--- config.mk ---
export PLATFORM = sky130hd
export DESIGN_NAME = source_text_tokenizer_unit
export DESIGN_NICKNAME = d
export VERILOG_FILES = /design/src/rtl/stt_pkg.sv /design/src/rtl/source_text_tokenizer_unit.sv /design/src/rtl/stt_lexer.sv
export VERILOG_INCLUDE_DIRS = /design/src /design/src/rtl
export SDC_FILE = /design/constraint.sdc
export NUM_CORES = 1
export LEC_CHECK = 0
export BUFFER_PORTS_ARGS = -buffer_cell sky130_fd_sc_hd__buf_4
export CORE_MARGIN = 1.5
export CORE_UTILIZATION = 39
export DETAILED_ROUTE_END_ITERATION = 12
export GPL_TIMING_DRIVEN = 0
export PLACE_DENSITY_LB_ADDON = 0.12
export SETUP_SLACK_MARGIN = 0.5
export SLEW_MARGIN = 15
export SYNTH_ARGS = -nofsm -noshare
export SYNTH_HDL_FRONTEND = slang
export SYNTH_SLANG_ARGS = --single-unit
--- constraint.sdc ---
create_clock -name clk -period 6 [get_ports clk]
set_input_delay 0.3 -clock clk [delete_from_list [all_inputs] [get_ports clk]]
set_output_delay 0.3 -clock clk [all_outputs]
set_load 0.02 [all_outputs]
--- src/rtl/source_text_tokenizer_unit_assert.svh ---
// Assertion macros shared by the tokenizer RTL.
// Each macro expects signals named clk and rst_n in the module that uses it.
`ifndef SOURCE_TEXT_TOKENIZER_UNIT_ASSERT_SVH
`define SOURCE_TEXT_TOKENIZER_UNIT_ASSERT_SVH

`ifndef SYNTHESIS

// Same-cycle implication, checked at every rising edge out of reset.
`define STT_ASSERT_IMPL(lbl, ante, cons, msg) \
    lbl: assert property (@(posedge clk) disable iff (!rst_n) (ante) |-> (cons)) \
        else $error(msg);

// Next-cycle implication, checked at every rising edge out of reset.
`define STT_ASSERT_NEXT(lbl, ante, cons, msg) \
    lbl: assert property (@(posedge clk) disable iff (!rst_n) (ante) |=> (cons)) \
        else $error(msg);

`else

`define STT_ASSERT_IMPL(lbl, ante, cons, msg)
`define STT_ASSERT_NEXT(lbl, ante, cons, msg)

`endif

`endif

--- src/rtl/stt_pkg.sv ---
`timescale 1ns / 1ps

package stt_pkg;

    // Width of the internal newline counter; the reported line saturates at 16 bits.
    localparam int LINE_WIDTH = 16;

    // Depth of the result queue at the output.
    localparam int QUEUE_DEPTH = 4;

    // Token type codes.
    localparam logic [2:0] TT_BINOP   = 3'd0;
    localparam logic [2:0] TT_PUNC    = 3'd1;
    localparam logic [2:0] TT_NUM     = 3'd2;
    localparam logic [2:0] TT_STR     = 3'd3;
    localparam logic [2:0] TT_BOOL    = 3'd4;
    localparam logic [2:0] TT_KEYWORD = 3'd5;
    localparam logic [2:0] TT_VAR     = 3'd6;
    localparam logic [2:0] TT_END     = 3'd7;

    // Binary operator codes.
    localparam logic [3:0] OP_ADD  = 4'd0;
    localparam logic [3:0] OP_SUB  = 4'd1;
    localparam logic [3:0] OP_MUL  = 4'd2;
    localparam logic [3:0] OP_DIV  = 4'd3;
    localparam logic [3:0] OP_MOD  = 4'd4;
    localparam logic [3:0] OP_LE   = 4'd5;
    localparam logic [3:0] OP_GE   = 4'd6;
    localparam logic [3:0] OP_EQ   = 4'd7;
    localparam logic [3:0] OP_NE   = 4'd8;
    localparam logic [3:0] OP_LT   = 4'd9;
    localparam logic [3:0] OP_GT   = 4'd10;
    localparam logic [3:0] OP_ASN  = 4'd11;
    localparam logic [3:0] OP_AND  = 4'd12;
    localparam logic [3:0] OP_OR   = 4'd13;
    localparam logic [3:0] OP_NONE = 4'd15;

    // One result beat.
    typedef struct packed {
        logic [7:0]  lexeme;
        logic        byte_ok;
        logic [2:0]  ttype;
        logic [3:0]  code;
        logic        first;
        logic        last;
        logic [15:0] line;
    } stt_item_t;

    // Results caused by one source byte, in order from items[0].
    typedef struct packed {
        logic [1:0]           count;
        stt_item_t [2:0]      items;
    } stt_result_t;

endpackage

--- src/rtl/source_text_tokenizer_unit.sv ---
`timescale 1ns / 1ps
`include "source_text_tokenizer_unit_assert.svh"

// Channel   Handshake             Payload
// input     in_valid / in_stall   in_byte, input_last
// output    out_valid / out_stall lexeme_byte, byte_valid, token_type, token_code,
//                                 token_first, token_last, line_number
//
// One source byte is taken per cycle while each byte gives at most one beat and the output
// does not stall; a byte that gives k beats (up to three) holds the output port for k beats.
// Unless out_stall holds it, the output port, one beat per cycle from a four-entry result
// queue, sets the rate. Bytes pass the input register, then scan logic into the queue.
// Reset clears the input valid bit, the queue count and the scanner state at once.
// A stall on the output fills the queue, then in_stall rises while a byte waits.

module source_text_tokenizer_unit (
    input  logic        clk,
    input  logic        rst_n,
    input  logic        in_valid,
    output logic        in_stall,
    input  logic [7:0]  in_byte,
    input  logic        input_last,
    output logic        out_valid,
    input  logic        out_stall,
    output logic [7:0]  lexeme_byte,
    output logic        byte_valid,
    output logic [2:0]  token_type,
    output logic [3:0]  token_code,
    output logic        token_first,
    output logic        token_last,
    output logic [15:0] line_number
);
    import stt_pkg::*;

    localparam int PTR_W = $clog2(QUEUE_DEPTH);
    localparam int CNT_W = $clog2(QUEUE_DEPTH + 1);

    logic               in_v_reg;
    logic [7:0]         in_byte_reg;
    logic               in_last_reg;

    stt_item_t          q_reg [QUEUE_DEPTH];
    stt_item_t          q_next [QUEUE_DEPTH];
    logic [CNT_W-1:0]   q_cnt_reg, q_cnt_next;
    logic [CNT_W-1:0]   cnt_mid;

    logic               pop;
    logic               room;
    logic               advance;
    stt_result_t        res;

    stt_lexer u_lexer (
        .clk       (clk),
        .rst_n     (rst_n),
        .step_en   (advance),
        .step_byte (in_byte_reg),
        .step_last (in_last_reg),
        .res       (res)
    );

    // A held byte moves on when the queue can take three more beats after this pop.
    assign pop     = (q_cnt_reg != '0) && !out_stall;
    assign room    = (q_cnt_reg <= CNT_W'(QUEUE_DEPTH - 3)) ||
                     ((q_cnt_reg == CNT_W'(QUEUE_DEPTH - 2)) && pop);
    assign advance = in_v_reg && room;
    assign in_stall = in_v_reg && !room;

    // Input register.
    always_ff @(posedge clk or negedge rst_n)
    begin
        if (!rst_n) begin
            in_v_reg <= 1'b0;
        end else if (!in_stall) begin
            in_v_reg <= in_valid;
        end
    end

    always_ff @(posedge clk)
    begin
        if (!in_stall) begin
            in_byte_reg <= in_byte;
            in_last_reg <= input_last;
        end
    end

    // Result queue: shift down on a pop, append the new beats behind the survivors.
    always_comb
    begin
        q_next = q_reg;
        if (pop) begin
            for (int i = 0; i < QUEUE_DEPTH - 1; i++) begin
                q_next[i] = q_reg[i + 1];
            end
        end
        cnt_mid = q_cnt_reg - CNT_W'(pop);
        if (advance) begin
            for (int i = 0; i < 3; i++) begin
                if (2'(i) < res.count) begin
                    q_next[PTR_W'(cnt_mid) + PTR_W'(i)] = res.items[i];
                end
            end
            q_cnt_next = cnt_mid + CNT_W'(res.count);
        end else begin
            q_cnt_next = cnt_mid;
        end
    end

    always_ff @(posedge clk or negedge rst_n)
    begin
        if (!rst_n) begin
            q_cnt_reg <= '0;
        end else begin
            q_cnt_reg <= q_cnt_next;
        end
    end

    always_ff @(posedge clk)
    begin
        q_reg <= q_next;
    end

    // Output beat comes from the head of the queue.
    assign out_valid   = (q_cnt_reg != '0);
    assign lexeme_byte = q_reg[0].lexeme;
    assign byte_valid  = q_reg[0].byte_ok;
    assign token_type  = q_reg[0].ttype;
    assign token_code  = q_reg[0].code;
    assign token_first = q_reg[0].first;
    assign token_last  = q_reg[0].last;
    assign line_number = q_reg[0].line;

    // The queue never holds more beats than it has entries.
    `STT_ASSERT_IMPL(a_queue_bound, 1'b1, q_cnt_reg <= CNT_W'(QUEUE_DEPTH), "result queue overflow")

    // The input side is only held off while a byte waits in the input register.
    `STT_ASSERT_IMPL(a_stall_pending, in_stall, in_v_reg && !advance, "stall without a waiting byte")

    // A byte that moves on always leaves the queue room for its beats.
    `STT_ASSERT_NEXT(a_room_kept, advance, q_cnt_reg <= CNT_W'(QUEUE_DEPTH), "queue room check failed")

endmodule

--- src/rtl/stt_lexer.sv ---
`timescale 1ns / 1ps
`include "source_text_tokenizer_unit_assert.svh"

module stt_lexer (
    input  logic                clk,
    input  logic                rst_n,
    input  logic                step_en,
    input  logic [7:0]          step_byte,
    input  logic                step_last,
    output stt_pkg::stt_result_t res
);
    import stt_pkg::*;

    typedef enum logic [2:0] {
        MODE_IDLE,
        MODE_NUM,
        MODE_STR,
        MODE_WORD,
        MODE_OP,
        MODE_COMMENT
    } mode_t;

    typedef struct packed {
        logic      put;
        stt_item_t item;
    } close_t;

    // Character constants.
    localparam logic [7:0] CH_NL     = 8'h0A;
    localparam logic [7:0] CH_SQUOTE = 8'h27;
    localparam logic [7:0] CH_DQUOTE = 8'h22;
    localparam logic [7:0] CH_HASH   = 8'h23;
    localparam logic [7:0] CH_EQ     = 8'h3D;

    // Reserved words: func, if, else, true, false (text left aligned).
    localparam logic [39:0] WORD_TEXT [5] = '{
        {"func", 8'h00}, {"if", 24'h000000}, {"else", 8'h00},
        {"true", 8'h00}, "false"
    };
    localparam logic [2:0] WORD_LEN [5] = '{3'd4, 3'd2, 3'd4, 3'd4, 3'd5};

    mode_t                   mode_reg, mode_next;
    logic [7:0]              held_byte_reg, held_byte_next;
    logic                    held_valid_reg, held_valid_next;
    logic                    held_first_reg, held_first_next;
    logic                    quote_kind_reg, quote_kind_next;
    logic [2:0]              word_length_reg, word_length_next;
    logic [4:0]              word_mask_reg, word_mask_next;
    logic [3:0]              op_code_reg, op_code_next;
    logic [LINE_WIDTH-1:0]   line_count_reg, line_count_next;

    function automatic logic is_digit(input logic [7:0] c);
        return (c >= "0") && (c <= "9");
    endfunction

    function automatic logic is_alpha(input logic [7:0] c);
        return ((c >= "a") && (c <= "z")) || ((c >= "A") && (c <= "Z"));
    endfunction

    function automatic logic is_word(input logic [7:0] c);
        return is_alpha(c) || is_digit(c) || (c == "_");
    endfunction

    function automatic logic [7:0] word_char(input int k, input logic [2:0] pos);
        logic [7:0] ch;
        case (pos)
            3'd0:    ch = WORD_TEXT[k][39:32];
            3'd1:    ch = WORD_TEXT[k][31:24];
            3'd2:    ch = WORD_TEXT[k][23:16];
            3'd3:    ch = WORD_TEXT[k][15:8];
            3'd4:    ch = WORD_TEXT[k][7:0];
            default: ch = 8'h00;
        endcase
        return ch;
    endfunction

    // Drops every reserved word that the new character rules out.
    function automatic logic [4:0] word_take(input logic [4:0] mask, input logic [2:0] len,
                                             input logic [7:0] c);
        logic [4:0] m;
        m = mask;
        for (int k = 0; k < 5; k++) begin
            if ((len >= WORD_LEN[k]) || (word_char(k, len) != c)) begin
                m[k] = 1'b0;
            end
        end
        return m;
    endfunction

    // Final type and code of an identifier: {type, code}.
    function automatic logic [6:0] word_final(input logic [4:0] mask, input logic [2:0] len);
        logic [6:0] tc;
        tc = {TT_VAR, 4'd0};
        for (int k = 0; k < 5; k++) begin
            if (mask[k] && (len == WORD_LEN[k])) begin
                if (k < 3) begin
                    tc = {TT_KEYWORD, 4'(k)};
                end else begin
                    tc = {TT_BOOL, (k == 3) ? 4'd1 : 4'd0};
                end
            end
        end
        return tc;
    endfunction

    function automatic logic [15:0] line_show(input logic [LINE_WIDTH-1:0] lc);
        logic [31:0] w;
        w = 32'(lc);
        return (w > 32'h0000_FFFF) ? 16'hFFFF : w[15:0];
    endfunction

    function automatic stt_item_t make_item(input logic [7:0] b, input logic v,
                                            input logic [2:0] t, input logic [3:0] code,
                                            input logic f, input logic l,
                                            input logic [15:0] line);
        stt_item_t it;
        it.lexeme  = b;
        it.byte_ok = v;
        it.ttype   = t;
        it.code    = code;
        it.first   = f;
        it.last    = l;
        it.line    = line;
        return it;
    endfunction

    // Last beat of the token in progress, if it has one.
    function automatic close_t close_item(input mode_t m, input logic hv, input logic [7:0] hb,
                                          input logic hf, input logic [3:0] oc,
                                          input logic [4:0] wm, input logic [2:0] wl,
                                          input logic [15:0] line);
        close_t     ci;
        logic [6:0] tc;
        tc = word_final(wm, wl);
        ci.put  = 1'b0;
        ci.item = make_item(8'h00, 1'b0, TT_END, 4'd0, 1'b0, 1'b0, line);
        case (m)
            MODE_NUM:
            begin
                ci.put  = hv;
                ci.item = make_item(hb, 1'b1, TT_NUM, 4'd0, hf, 1'b1, line);
            end
            MODE_WORD:
            begin
                ci.put  = hv;
                ci.item = make_item(hb, 1'b1, tc[6:4], tc[3:0], hf, 1'b1, line);
            end
            MODE_STR:
            begin
                ci.put = 1'b1;
                if (hv) begin
                    ci.item = make_item(hb, 1'b1, TT_STR, 4'd0, hf, 1'b1, line);
                end else begin
                    ci.item = make_item(8'h00, 1'b0, TT_STR, 4'd0, 1'b1, 1'b1, line);
                end
            end
            MODE_OP:
            begin
                ci.put  = (oc != OP_NONE);
                ci.item = make_item(hb, 1'b1, TT_BINOP, oc, 1'b1, 1'b1, line);
            end
            default:
            begin
                ci.put = 1'b0;
            end
        endcase
        return ci;
    endfunction

    // One step of the scanner: state and current byte give the next state and the beats.
    always_comb
    begin
        mode_t           m;
        logic [7:0]      hb;
        logic            hv;
        logic            hf;
        logic            qk;
        logic [2:0]      wl;
        logic [4:0]      wm;
        logic [3:0]      oc;
        logic [LINE_WIDTH-1:0] lc;
        logic [1:0]      n;
        stt_item_t [2:0] items;
        logic            taken;
        logic            was_held;
        logic [15:0]     line_old;
        logic [15:0]     line_new;
        logic [3:0]      pair_code;
        logic [7:0]      c;
        close_t          ci;

        m        = mode_reg;
        hb       = held_byte_reg;
        hv       = held_valid_reg;
        hf       = held_first_reg;
        qk       = quote_kind_reg;
        wl       = word_length_reg;
        wm       = word_mask_reg;
        oc       = op_code_reg;
        lc       = line_count_reg;
        n        = 2'd0;
        items    = '0;
        taken    = 1'b0;
        was_held = 1'b0;
        c        = step_byte;
        ci       = '0;
        line_old = line_show(lc);
        pair_code = OP_NE;

        // Continue the token in progress; beats here carry the line before this byte.
        case (m)
            MODE_NUM:
            begin
                if (is_digit(c)) begin
                    items[n] = make_item(hb, 1'b1, TT_NUM, 4'd0, hf, 1'b0, line_old);
                    n = n + 2'd1;
                    hb = c;
                    hv = 1'b1;
                    hf = 1'b0;
                    taken = 1'b1;
                end else begin
                    ci = close_item(m, hv, hb, hf, oc, wm, wl, line_old);
                    if (ci.put) begin
                        items[n] = ci.item;
                        n = n + 2'd1;
                    end
                    m = MODE_IDLE;
                    hv = 1'b0;
                    hf = 1'b0;
                end
            end
            MODE_WORD:
            begin
                if (is_word(c)) begin
                    items[n] = make_item(hb, 1'b1, TT_VAR, 4'd0, hf, 1'b0, line_old);
                    n = n + 2'd1;
                    wm = word_take(wm, wl, c);
                    if (wl != 3'd7) begin
                        wl = wl + 3'd1;
                    end
                    hb = c;
                    hv = 1'b1;
                    hf = 1'b0;
                    taken = 1'b1;
                end else begin
                    ci = close_item(m, hv, hb, hf, oc, wm, wl, line_old);
                    if (ci.put) begin
                        items[n] = ci.item;
                        n = n + 2'd1;
                    end
                    m = MODE_IDLE;
                    hv = 1'b0;
                    hf = 1'b0;
                end
            end
            MODE_STR:
            begin
                if (c == (qk ? CH_DQUOTE : CH_SQUOTE)) begin
                    ci = close_item(m, hv, hb, hf, oc, wm, wl, line_old);
                    if (ci.put) begin
                        items[n] = ci.item;
                        n = n + 2'd1;
                    end
                    m = MODE_IDLE;
                    hv = 1'b0;
                    hf = 1'b0;
                end else begin
                    was_held = hv;
                    if (hv) begin
                        items[n] = make_item(hb, 1'b1, TT_STR, 4'd0, hf, 1'b0, line_old);
                        n = n + 2'd1;
                    end
                    hb = c;
                    hv = 1'b1;
                    hf = !was_held;
                end
                taken = 1'b1;
            end
            MODE_OP:
            begin
                if (c == CH_EQ) begin
                    case (hb)
                        "<":     pair_code = OP_LE;
                        ">":     pair_code = OP_GE;
                        "=":     pair_code = OP_EQ;
                        default: pair_code = OP_NE;
                    endcase
                    items[n] = make_item(hb, 1'b1, TT_BINOP, pair_code, 1'b1, 1'b0, line_old);
                    n = n + 2'd1;
                    items[n] = make_item(c, 1'b1, TT_BINOP, pair_code, 1'b0, 1'b1, line_old);
                    n = n + 2'd1;
                    m = MODE_IDLE;
                    hv = 1'b0;
                    taken = 1'b1;
                end else begin
                    ci = close_item(m, hv, hb, hf, oc, wm, wl, line_old);
                    if (ci.put) begin
                        items[n] = ci.item;
                        n = n + 2'd1;
                    end
                    m = MODE_IDLE;
                    hv = 1'b0;
                    hf = 1'b0;
                end
            end
            MODE_COMMENT:
            begin
                if (c == CH_NL) begin
                    m = MODE_IDLE;
                end
                taken = 1'b1;
            end
            default:
            begin
                m = MODE_IDLE;
            end
        endcase

        // Newline count, saturating.
        if ((c == CH_NL) && (lc != '1)) begin
            lc = lc + 1'b1;
        end
        line_new = line_show(lc);

        // Start a new token from a byte that no token took.
        if (!taken) begin
            case (c)
                "+", "-", "*", "/", "%", "&", "|":
                begin
                    case (c)
                        "+":     oc = OP_ADD;
                        "-":     oc = OP_SUB;
                        "*":     oc = OP_MUL;
                        "/":     oc = OP_DIV;
                        "%":     oc = OP_MOD;
                        "&":     oc = OP_AND;
                        default: oc = OP_OR;
                    endcase
                    items[n] = make_item(c, 1'b1, TT_BINOP, oc, 1'b1, 1'b1, line_new);
                    n = n + 2'd1;
                    oc = op_code_reg;
                end
                "<", ">", "=", "!":
                begin
                    case (c)
                        "<":     oc = OP_LT;
                        ">":     oc = OP_GT;
                        "=":     oc = OP_ASN;
                        default: oc = OP_NONE;
                    endcase
                    m = MODE_OP;
                    hb = c;
                    hv = 1'b1;
                    hf = 1'b1;
                end
                CH_SQUOTE, CH_DQUOTE:
                begin
                    m = MODE_STR;
                    qk = (c == CH_DQUOTE);
                    hv = 1'b0;
                end
                CH_HASH:
                begin
                    m = MODE_COMMENT;
                end
                "[", "]", "(", ")", "{", "}", ";":
                begin
                    case (c)
                        "[":     pair_code = 4'd0;
                        "]":     pair_code = 4'd1;
                        "(":     pair_code = 4'd2;
                        ")":     pair_code = 4'd3;
                        "{":     pair_code = 4'd4;
                        "}":     pair_code = 4'd5;
                        default: pair_code = 4'd6;
                    endcase
                    items[n] = make_item(c, 1'b1, TT_PUNC, pair_code, 1'b1, 1'b1, line_new);
                    n = n + 2'd1;
                end
                default:
                begin
                    if (is_digit(c)) begin
                        m = MODE_NUM;
                        hb = c;
                        hv = 1'b1;
                        hf = 1'b1;
                    end else if (is_alpha(c) || (c == "_")) begin
                        m = MODE_WORD;
                        wm = word_take(5'h1F, 3'd0, c);
                        wl = 3'd1;
                        hb = c;
                        hv = 1'b1;
                        hf = 1'b1;
                    end
                end
            endcase
        end

        // End of text: flush the open token, add END and return to the reset state.
        if (step_last) begin
            ci = close_item(m, hv, hb, hf, oc, wm, wl, line_new);
            if (ci.put && (n != 2'd3)) begin
                items[n] = ci.item;
                n = n + 2'd1;
            end
            if (n != 2'd3) begin
                items[n] = make_item(8'h00, 1'b0, TT_END, 4'd0, 1'b1, 1'b1, line_new);
                n = n + 2'd1;
            end
            m  = MODE_IDLE;
            hb = 8'h00;
            hv = 1'b0;
            hf = 1'b0;
            qk = 1'b0;
            wl = 3'd0;
            wm = 5'h1F;
            oc = 4'd0;
            lc = '0;
        end

        res.count = n;
        res.items = items;

        if (step_en) begin
            mode_next        = m;
            held_byte_next   = hb;
            held_valid_next  = hv;
            held_first_next  = hf;
            quote_kind_next  = qk;
            word_length_next = wl;
            word_mask_next   = wm;
            op_code_next     = oc;
            line_count_next  = lc;
        end else begin
            mode_next        = mode_reg;
            held_byte_next   = held_byte_reg;
            held_valid_next  = held_valid_reg;
            held_first_next  = held_first_reg;
            quote_kind_next  = quote_kind_reg;
            word_length_next = word_length_reg;
            word_mask_next   = word_mask_reg;
            op_code_next     = op_code_reg;
            line_count_next  = line_count_reg;
        end
    end

    // Scanner state.
    always_ff @(posedge clk or negedge rst_n)
    begin
        if (!rst_n) begin
            mode_reg        <= MODE_IDLE;
            held_byte_reg   <= 8'h00;
            held_valid_reg  <= 1'b0;
            held_first_reg  <= 1'b0;
            quote_kind_reg  <= 1'b0;
            word_length_reg <= 3'd0;
            word_mask_reg   <= 5'h1F;
            op_code_reg     <= 4'd0;
            line_count_reg  <= '0;
        end else begin
            mode_reg        <= mode_next;
            held_byte_reg   <= held_byte_next;
            held_valid_reg  <= held_valid_next;
            held_first_reg  <= held_first_next;
            quote_kind_reg  <= quote_kind_next;
            word_length_reg <= word_length_next;
            word_mask_reg   <= word_mask_next;
            op_code_reg     <= op_code_next;
            line_count_reg  <= line_count_next;
        end
    end

    // The final byte of a text always ends in an END beat.
    `STT_ASSERT_IMPL(a_end_beat, step_en && step_last, (res.count != 2'd0) && (res.items[res.count - 2'd1].ttype == TT_END), "final byte without END beat")

    // After the final byte the scanner is back in its reset state.
    `STT_ASSERT_NEXT(a_end_resets, step_en && step_last, (mode_reg == MODE_IDLE) && (line_count_reg == '0) && !held_valid_reg, "scanner not reset after end of text")

    // A held byte only exists while a multi-byte token is open.
    `STT_ASSERT_IMPL(a_held_in_token, held_valid_reg, (mode_reg == MODE_NUM) || (mode_reg == MODE_WORD) || (mode_reg == MODE_STR) || (mode_reg == MODE_OP), "held byte outside a token")

endmodule

* Yosys cells after proc, flatten, opt, wreduce, memory -nomap -nowiden
Index checks and enable logic that the tools add are counted.
Widths: inputs -> output; s select.
** Operators by class
- $add $sub $neg :: 9
- Multiply operators :: 0
- Divide/modulo/power cells :: 0
- $lt $le $gt $ge :: 25
- Eq/ne operators :: 61
- Shifts and indexed selects :: 0
- Muxes and demuxes :: 195
- Bitwise gates (word level) :: 3
- Reductions and logical operators :: 54
** Operators by type and width (number)
- $mux 136 :: 6
- $mux 34 :: 20
- $mux 102 :: 6
- $bwmux 102 :: 4
- $bwmux 136 :: 3
- $demux 34 s2 :: 6
- $pmux 34 s4 :: 2
- $mux 8 :: 33
- $pmux 102 s2 :: 1
- $eq 8x6->1 const B :: 19
- $ne 8x8->1 :: 9
- $mux 6 :: 10
- $pmux 7 s4 :: 2
- $mux 3 :: 18
- $eq 8x7->1 const B :: 6
- $mux 1 :: 40
- $mux 5 :: 7
- $pmux 7 s5 :: 1
- $mux 16 :: 2
- $mux 4 :: 7
- $logic_and 1x1->1 :: 25
- $eq 3x2->1 const B :: 8
- $pmux 3 s4 :: 2
- $pmux 4 s6 :: 1
- 52 further kinds :: 109
** Storage, ports and cells
- Bits in registers :: 191
- Latch bits :: 0
- RAM bits :: 0
- Memory bits (read-only) :: 0
- Input bits :: 13
- Output and inout bits :: 36
- Memories :: 0

* Longest topological paths before layout
Gate-level depths: netlist (run 1).
- Word-level depth :: 39
- Mapped depth :: 22

* Hierarchy
Synthesis (run 1) repeated with hierarchy kept, for this count alone.
** Unflattened totals
- Cells, all modules :: 2038
- Area, all modules :: 15144.5 µm²
** By module, submodules not included
- source_text_tokenizer_unit :: instances 1, cells each 1203, area each 9349.0 µm², sequential area each 3433.3 µm²
- stt_lexer :: instances 1, cells each 835, area each 5795.6 µm², sequential area each 1057.3 µm²

* Least setup slack after synthesis (run 1)
No wires, ideal clock.
- Kind :: reg-to-reg
- Start :: register in_byte_reg[7]
- End :: register q_reg[8] in the netlist's numbering, data pin
- Arrival time :: 4.574 ns
- Path slack :: 1.155 ns
- Cell stages (with the launch flop) :: 21
- Buffers on the path :: 4
- Period minus slack after synthesis :: 4.845 ns
- Cell sequence :: edfxtp_1 > buf_6 > or4b_4 > a211oi_4 > o31a_1 > o21a_2 > nor2_1 > ha_1 > a21o_1 > buf_2 > ha_1 > clkbuf_1 > inv_1 > and3_1 > a2111oi_2 > o22ai_1 > buf_2 > o311ai_1 > o31ai_1 > a22oi_1 > o211ai_1
** Between the ends
- Longest elaborated chain between the ends :: 33
- Elaborated cells on any way between the ends :: 138
** Ends and longest elaborated chain
- start: declaration :: line source_text_tokenizer_unit.sv:39 : logic [7:0] in_byte_reg;
- start signal: assignment :: line source_text_tokenizer_unit.sv:81 : in_byte_reg <= in_byte;
- $ge 8x7->1 or $le 8x7->1 (tied branches) :: line stt_lexer.sv:57 : return ((c >= "a") && (c <= "z")) || ((c >= "A") && (c <= "Z"));
- $logic_and 1x1->1 :: line stt_lexer.sv:57
- $logic_or 1x1->1 :: line stt_lexer.sv:57
- $logic_or 1x1->1 (2 in a row) :: line stt_lexer.sv:61 : return is_alpha(c) || is_digit(c) || (c == "_");
- $mux 3 :: line stt_lexer.sv:234 : if (is_word(c)) begin
- $pmux 3 s4 :: line stt_lexer.sv:211 : case (m)
- $mux 3 :: line stt_lexer.sv:387 : end else if (is_alpha(c) || (c == "_")) begin
- $mux 3 :: line stt_lexer.sv:382 : if (is_digit(c)) begin
- (+16 left out)
- $bwmux 136 :: line source_text_tokenizer_unit.sv:99 : q_next[PTR_W'(cnt_mid) + PTR_W'(i)] = res.items[i];
- $mux 136 :: line source_text_tokenizer_unit.sv:98 : if (2'(i) < res.count) begin
- $mux 136 :: line source_text_tokenizer_unit.sv:96 : if (advance) begin
- $bwmux 136 :: line source_text_tokenizer_unit.sv:99
- $mux 136 :: line source_text_tokenizer_unit.sv:98
- $mux 136 :: line source_text_tokenizer_unit.sv:96
- $bwmux 136 :: line source_text_tokenizer_unit.sv:99
- $mux 136 (*) :: line source_text_tokenizer_unit.sv:98
- end signal: assignment :: line source_text_tokenizer_unit.sv:119 : q_reg <= q_next;
- end: declaration :: line source_text_tokenizer_unit.sv:42 : stt_item_t q_reg [QUEUE_DEPTH];
Every way passes the cells marked *; elsewhere a longest branch is shown, timed or not. The select of a mux whose other input is x is not followed.
A chain may end at the register's enable or synchronous reset.

==> results of run 1 <==
## layout by cell type (no fill, tap or decap), types with 29 or more instances in the layout
master / count
a21oi_1: 121
nand2_1: 280
clkbuf_1: 84
o211ai_1: 43
o22ai_1: 54
dfxtp_1: 102
edfxtp_1: 43
o21ai_0: 105
buf_4: 102
a211oi_1: 43
and2_1: 34
dfrtp_1: 41
nor2_1: 164
buf_2: 30
nand3_1: 49
mux2i_1: 96
a31oi_1: 29
a221oi_1: 49
## logic make-up (layout without fill, tap and decap cells)
kind of cell | after synthesis | after routing | synth area share [%]
adder cells (fa/ha/maj) | 16 | 16 | 1.34
AND/OR/NAND/NOR | 711 | 711 | 21.5
flip-flops | 191 | 191 | 29.0
XOR/XNOR | 33 | 33 | 1.87
AO/OA/AOI/OAI | 718 | 718 | 33.2
multiplexers | 100 | 100 | 6.49
buffers and inverters | 216 | 327 | 6.54
## cell type report
class                           instances  area, um^2
Timing Repair Buffer                   79         646
Clock inverter                         14         178
Sequential cell                       191        4490
Clock buffer                           18         439
Tap cell                              518         648
Buffer                                189         965
Inverter                               27         101
Multi-Input combinational cell       1578       10300
Fill cell                            4055       21100
## cells in the mapped netlist, drive strengths merged (8+ instances only)
library cell / number
nand2: 289
nor2: 181
a21oi: 129
o21ai: 125
dfxtp: 102
mux2i: 98
clkbuf: 95
buf: 94
o22ai: 57
nand3: 54
a221oi: 49
a211oi: 48
o211ai: 45
edfxtp: 43
dfrtp: 41
and2: 36
a31oi: 32
nor3: 32
inv: 24
a22oi: 23
xnor2: 22
and3: 20
nand2b: 20
o221ai: 17
a211o: 16
nand4: 16
a22o: 15
ha: 15
o21a: 14
o31ai: 13
a221o: 12
xor2: 11
a21o: 10
a222oi: 10
a32o: 10
nor2b: 10
nor4: 10
o22a: 10
a2bb2oi: 9
a32oi: 9
or2: 8
## routing by layer
layer	share of wire [%]	GRT usage, %	routed length, um
met5	0	0	0
met4	6.8	23.8	5350
met3	8.3	6.97	6550
met2	44	60.4	35000
met1	41	49.9	32400
## where the power goes
| group | internal, mW | switching, mW |
|---|---|---|
| Combinational | 3.06 | 6.17 |
| Clock | 0.674 | 0.624 |
| Sequential | 2.10 | 0.426 |
## worst max-delay path, stage by stage (launching register included)
cell,delay (ns)
edfxtp_1,0.46
or4_1,0.61
a21oi_4,0.23
buf_6,0.17
nor3_2,0.07
o21a_4,0.24
nor2_4,0.15
ha_1,0.28
a21o_1,0.16
buf_2,0.18
ha_1,0.20
nor2_1,0.13
o21ai_0,0.19
a311o_1,0.49
o2111a_1,0.26
nor3_4,0.36
nand2_2,0.26
o21ai_1,0.26
clkbuf_4,0.31
a32o_1,0.19
a211oi_1,0.05
## metrics by stage
stage / util (%) / std cells / power, mW
finish: 45.7 / 2614 / 13.1
global route: 45.7 / 2614 / 13.7
CTS: 45.0 / 2603 / 12.6
detailed placement: 42.4 / 2552 / 11.0
global placement: 42.3 / 2551 / 11.0
floorplan: - / 1985 / 8.00
## what timing repair did
item	4_1_cts	5_1_grt
endpoints found under the setup margin	135	135
cloned	0	0
gates resized for setup	54	57
hold buffers	11	0
setup buffers	8	11
pin swaps	5	6
hold endpoints to repair	51	0
## worst min path at each step
stage                    from                                     end  slack [ns]  cells past startpoint
floorplan               rst_n                    in_v_reg$_DFFE_PN0N_       0.004                      0
global placement        rst_n  u_lexer.word_length_reg[0]$_DFFE_PN0P_        0.39                      1
detailed placement      rst_n  u_lexer.word_length_reg[1]$_DFFE_PN0P_        0.39                      1
CTS                 out_stall                    in_v_reg$_DFFE_PN0N_        0.31                      5
global route        out_stall                    in_v_reg$_DFFE_PN0N_        0.37                      5
finish              out_stall                    in_v_reg$_DFFE_PN0N_        0.32                      5
==> impl_results.md, run 1 <==
- Largest net degree at the start of global routing: between 40 and 50
- Final net count: between 2000 and 2500
- Worst-path clk slew: 0.08 ns
- Clock Latency Late Sink: 0.51 ns
- Max rail drop VDD: between 0.2 and 0.3 mV
- WS Path Type: reg2reg
- Tcrit/Tclk final: between 80% and 90%
- Status: completed
- CTS tree: built
- Max cap viols: 0
- Worst Path Arrival: ~5.8 ns
- Top cell type's share of synthesized area: between 10% and 20%
- Actual slew at the worst max-slew pin: approximately 1.3 ns
- Worst-path fanout max: 10
- Fin Hold WS: between 0.3 and 0.4 ns
- Pre-Repair DR Iteration Count: 6
- Fmax: between 150 and 200 MHz
- Clock Skew: about 0.016 ns
- CTS Sinks: between 150 and 200
- R2R depth: 20
- Setup TNS: 0 ns
- Synth Net Count: approximately 2000
- CTS H-tree depth: 4
- DRC Markers: 0
- GP Congestion: 1.02
- I/O Pins: 49
- Power density over the cells: 735 mW/mm^2
- #FFs+latches synth: around 190
- Synth unique cells: 111
- DIE AREA: just over 0.04 mm^2
- Synth warn: 0
- Area Overhead vs Synth: 14.9%
- Hold Fails Final Rpt: 0
- Reg-to-reg critical path endpoint: q_reg[42]$_DFF_P_
- Count of flip-flops with a built-in enable after synthesis: between 40 and 50
- Clk Tree Root Cell: clkbuf_16
- Total wire length: about 79000 um
- Initial antenna violation count: 1
- Share of layout cells above drive strength 1: 14.3%
- Initial Utilization: about two fifths
- Port Buffers: 48
- Seq/Total Area, Yosys: 29.0%
- Gr ovfl total: 0
- HP Class: in2reg
- Worst setup margin: approximately 0.61 ns
- Vias per Instance: 6.68
- CP Data Required Time: around 6.4 ns
- Max reg flops: ~100
- Synthesized area per cell: 7.79 um^2
- Cell Area, Placed: approximately 0.016 mm^2
- RR Startpoint: in_byte_reg[4]$_DFFE_PN_
- Pre-CTS setup slack: -0.378 ns
- Synth area leaders: dfxtp_1, edfxtp_1, nand2_1, dfrtp_1, mux2i_1
- WL/cell: 30.3 um
- CP Capture Type: register
- Number of antenna-violating nets in the routed design: 0
- Final min period: ~5.4 ns
- Final instance area: approximately 0.018 mm^2
- Post-Syn Area: about 0.015 mm^2
- Async set-reset flop share out of synthesis: around 24%
- Critical path destination: q_reg[42]$_DFF_P_
- Iteration-0 DRC count of the detailed router: 2235
- Setup crit start kind: register
- Slew headroom: between 10% and 20%
- Die Wd: roughly 200 um
- Vias in the first global route: approximately 17000
- Slew Limit Fails: 0
- Main synth FF type: dfxtp_1
- GRT Overall Usage: between 30% and 40%
- Cells after Synth: ~2000
- CTS buffer count: 17
- First-pass GRT wire length: between 100000 and 150000 um
- R2r setup slk: roughly 0.61 ns
- Via Count: 17500
- CTS Buffer Depth: 2
- Post-synth top area cell: dfxtp_1
- ANT cells: 0
- Die Height: 202 um
- Final HPWL DP: 61400 um
- Crit path launch: in_byte_reg[4]$_DFFE_PN_
- Pleak: 6.86 nW
- Unrepaired setup endpoints after global routing: true
- Core Box Area: 0.0389 mm^2
- Setup violators final: 0
- # rows: approximately 70
(Power assumes the default switching activity.)
==> inputs of run 2 (changes only) <==
--- a/config.mk
+++ b/config.mk
@@ -6,6 +6,7 @@
 export SDC_FILE = /design/constraint.sdc
 export NUM_CORES = 1
 export LEC_CHECK = 0
+export ABC_AREA = 1
 export BUFFER_PORTS_ARGS = -buffer_cell sky130_fd_sc_hd__buf_4
 export CORE_MARGIN = 1.5
 export CORE_UTILIZATION = 39
==> run 2 against run 1 <==
Against the previous run:
- core utilization is 1.9 points lower
- global-route usage rose by 0.23 points
- first-iteration DRC count rose by 43%
- critical path type unchanged
==> impl_results.md, run 2 <==
- Via Count: between 20000 and 25000
- RR Startpoint: in_byte_reg[1]$_DFFE_PN_
- Most common cell after layout, fill and taps aside: nand2_1
- Clock Latency Late Sink: between 0.5 and 0.6 ns
- Worst-path cell chain: buf_4 > nor2_1 > nand2_1 > nor2_2 > nand2_1 > clkbuf_2 > clkbuf_2 > ha_1 > o21ai_4 > inv_1 > ha_1 > inv_1 > nand2_4 > nand2_2 > nand2_4 > inv_1 > nand2_1 > nand2_1 > clkinv_1 > a21oi_1 > or2_0 > nand2_1
- #FFs+latches synth: between 150 and 200
- Setup violators final: 0
- Final net count: 3350
- WL/cell: 24.7 um
- Top cell type's share of synthesized area: about a quarter
- Total wire length: 97400 um
- CTS Sinks: approximately 190
- Clk Tree Root Cell: clkbuf_16
- Synth Net Count: around 3300
- Number of antenna-violating nets in the routed design: 0
- Max cap viols: 0
- Worst path bufs/invs: 7
- Unrepaired setup endpoints after global routing: true
- CP Capture Type: register
- Worst-path fanout max: 11
- Largest net degree at the start of global routing: 47
- Gr ovfl total: 0
- Fmax: 183 MHz
- Vias per Instance: between 5 and 6
- Status: completed
- # rows: 79
- Final min period: approximately 5.5 ns
- Synth area leaders: nand2_1, nand3_1, dfxtp_1, edfxtp_1, o21ai_0
- Port Buffers: 48
- Seq/Total Area, Yosys: 24.2%
- First-pass GRT wire length: around 140000 um
- Post-synth top area cell: nand2_1
- Cells after Synth: about 3200
- Post-Syn Area: 0.0186 mm^2
- I/O Pins: just under 50
- CTS buffer count: 17
- Worst-path clk slew: approximately 0.08 ns
- Commonest cells after routing, fill and taps aside: nand2_1, nand3_1, inv_1
- Post-layout util: 43.8%
- Synth unique cells: 57
- Clock Skew: around 0.020 ns
- Slew headroom: between 10% and 20%
- Core Box Area: approximately 0.047 mm^2
- Worst Path Arrival: about 5.8 ns
- Count of flip-flops with a built-in enable after synthesis: 43
- Reg-to-reg critical path endpoint: q_reg[28]$_DFFE_PP_
- DRC Markers: 0
- WL met1: slightly above 40000 um
- CP max stage cell: a21oi_1
- Main synth FF type: dfxtp_1
- DIE AREA: 0.0489 mm^2
- Max reg flops: slightly above 100
- Iteration-0 DRC count of the detailed router: about 3200
- Slew Limit Fails: 0
- Setup TNS: 0 ns
- CTS tree: built
- Synth top cells by count: nand2_1, nand3_1, inv_1, o21ai_0, a21oi_1
- Delay-heaviest family, CP: simple AND/OR/NAND/NOR gates
- Die Wd: 221 um
- Tcrit/Tclk final: approximately nine tenths
- Setup crit start kind: register
- Share of layout cells above drive strength 1: between 10% and 20%
- R2R depth: 22
- Area Overhead vs Synth: 10.3%
- Synth warn: 0
- CTS H-tree depth: 4
- Most frequent cell after synthesis: nand2_1
- WS Path Type: reg2reg
- FILL cells: 5224
- Async set-reset flop share out of synthesis: 24.1%
- Met3 wire len: about 11000 um
- Final HPWL DP: slightly below 80000 um
- Die Height: between 200 and 250 um
- ANT cells: 0
- Top sig layer: met4
- Actual slew at the worst max-slew pin: 1.24 ns
- R2r setup slk: approximately 0.52 ns
- Hold Fails Final Rpt: 0
- Vias in the first global route: 21000
- GRT Overall Usage: just under 40%
- CP Data Required Time: between 6 and 7 ns
- CTS Buffer Depth: 2
- WL met2: 41700 um
- Initial Utilization: approximately two fifths
- Most frequent CP cell: nand2_1
- Initial antenna violation count: 2
- Worst path max stage delay: approximately 0.73 ns
- Synthesized area per cell: 5.74 um^2
- GP Congestion: 1.02
- Pre-Repair DR Iteration Count: 6
- HP Class: in2async
-- run 2: cell count changes in the layout (fill, tap and decap cells not counted), moves of 31 or more --
cell | before | now
a211oi_1 | 43 | 1
a21oi_1 | 121 | 192
a221oi_1 | 49 | 0
and2_1 | 34 | 0
inv_1 | 23 | 253
mux2i_1 | 96 | 19
nand2_1 | 280 | 1158
nand3_1 | 49 | 456
nor2_1 | 164 | 127
o211ai_1 | 43 | 12
o21ai_0 | 105 | 228
or2_2 | 5 | 87
-- run 2: metrics by stage --
stage / cell area (um^2) / worst slack [ns] / hold slack, ns / cells
after CTS: 20400 / 0.535 / 0.366 / 3937
final: 20500 / 0.525 / 0.358 / 3941
after global placement: 19700 / 0.125 / 0.367 / 3893
after detailed placement: 19700 / 0.134 / 0.374 / 3894
after global routing: 20500 / 0.442 / 0.440 / 3941
after floorplan: 18600 / 1.91 / 0.00441 / 3238
-- run 2: final cells by class --
cell class                 instances  area (um^2)  area share (%)
buffer                           218         1060            5.19
clock buffer                      17          425            2.08
clock inverter                    15          160           0.782
inverter                         283         1060            5.20
multi-input combinational       2546        12000            58.6
sequential                       191         4490            21.9
tap                              607          759            3.71
timing repair buffer              64          520            2.54
-- run 2: repair_timing --
action	in CTS	in global routing
hold buffers	11	0
resized for setup	4	18
cloned	0	0
endpoints found under the setup margin	115	109
hold endpoints to repair	51	0
buffers inserted	0	4
-- run 2: cells by family (layout without fill, tap and decap cells) --
logic type                 Yosys count  in the layout  share of synthesized area (%)
adders and majority gates           16             16                           1.12
buffers and inverters              501            597                           11.4
xor gates and xnor gates            25             25                           1.18
DFF                                191            191                           24.2
AOI/OAI and AO/OA                  550            550                           15.9
muxes                               19             19                           1.02
and+or+nand+nor                   1936           1936                           45.2
-- run 2: routing by layer --
layer	vias to the layer above	GRT usage [%]
met5	-	0
met4	0	15.9
met3	213	8.13
met2	1470	59.3
met1	10800	53.6
li1	10800	-
-- run 2: how the worst max path moves through the flow --
stage / startpoint / end / cells past startpoint
floorplan: in_byte_reg[3]$_DFFE_PN_ / q_cnt_reg[2]$_DFF_PN0_ / 26
global placement: in_byte_reg[2]$_DFFE_PN_ / line_number[11]$_DFF_P_ / 23
detailed placement: in_byte_reg[2]$_DFFE_PN_ / line_number[12]$_DFF_P_ / 23
CTS: in_byte_reg[2]$_DFFE_PN_ / q_reg[15]$_DFFE_PP_ / 23
global route: in_byte_reg[5]$_DFFE_PN_ / q_reg[27]$_DFFE_PP_ / 25
finish: in_byte_reg[1]$_DFFE_PN_ / q_reg[28]$_DFFE_PP_ / 22
Power of run 2 is left out: the tool's default activity adds up to more than one toggle a clock period on the data nets, which glitch-free logic cannot reach.
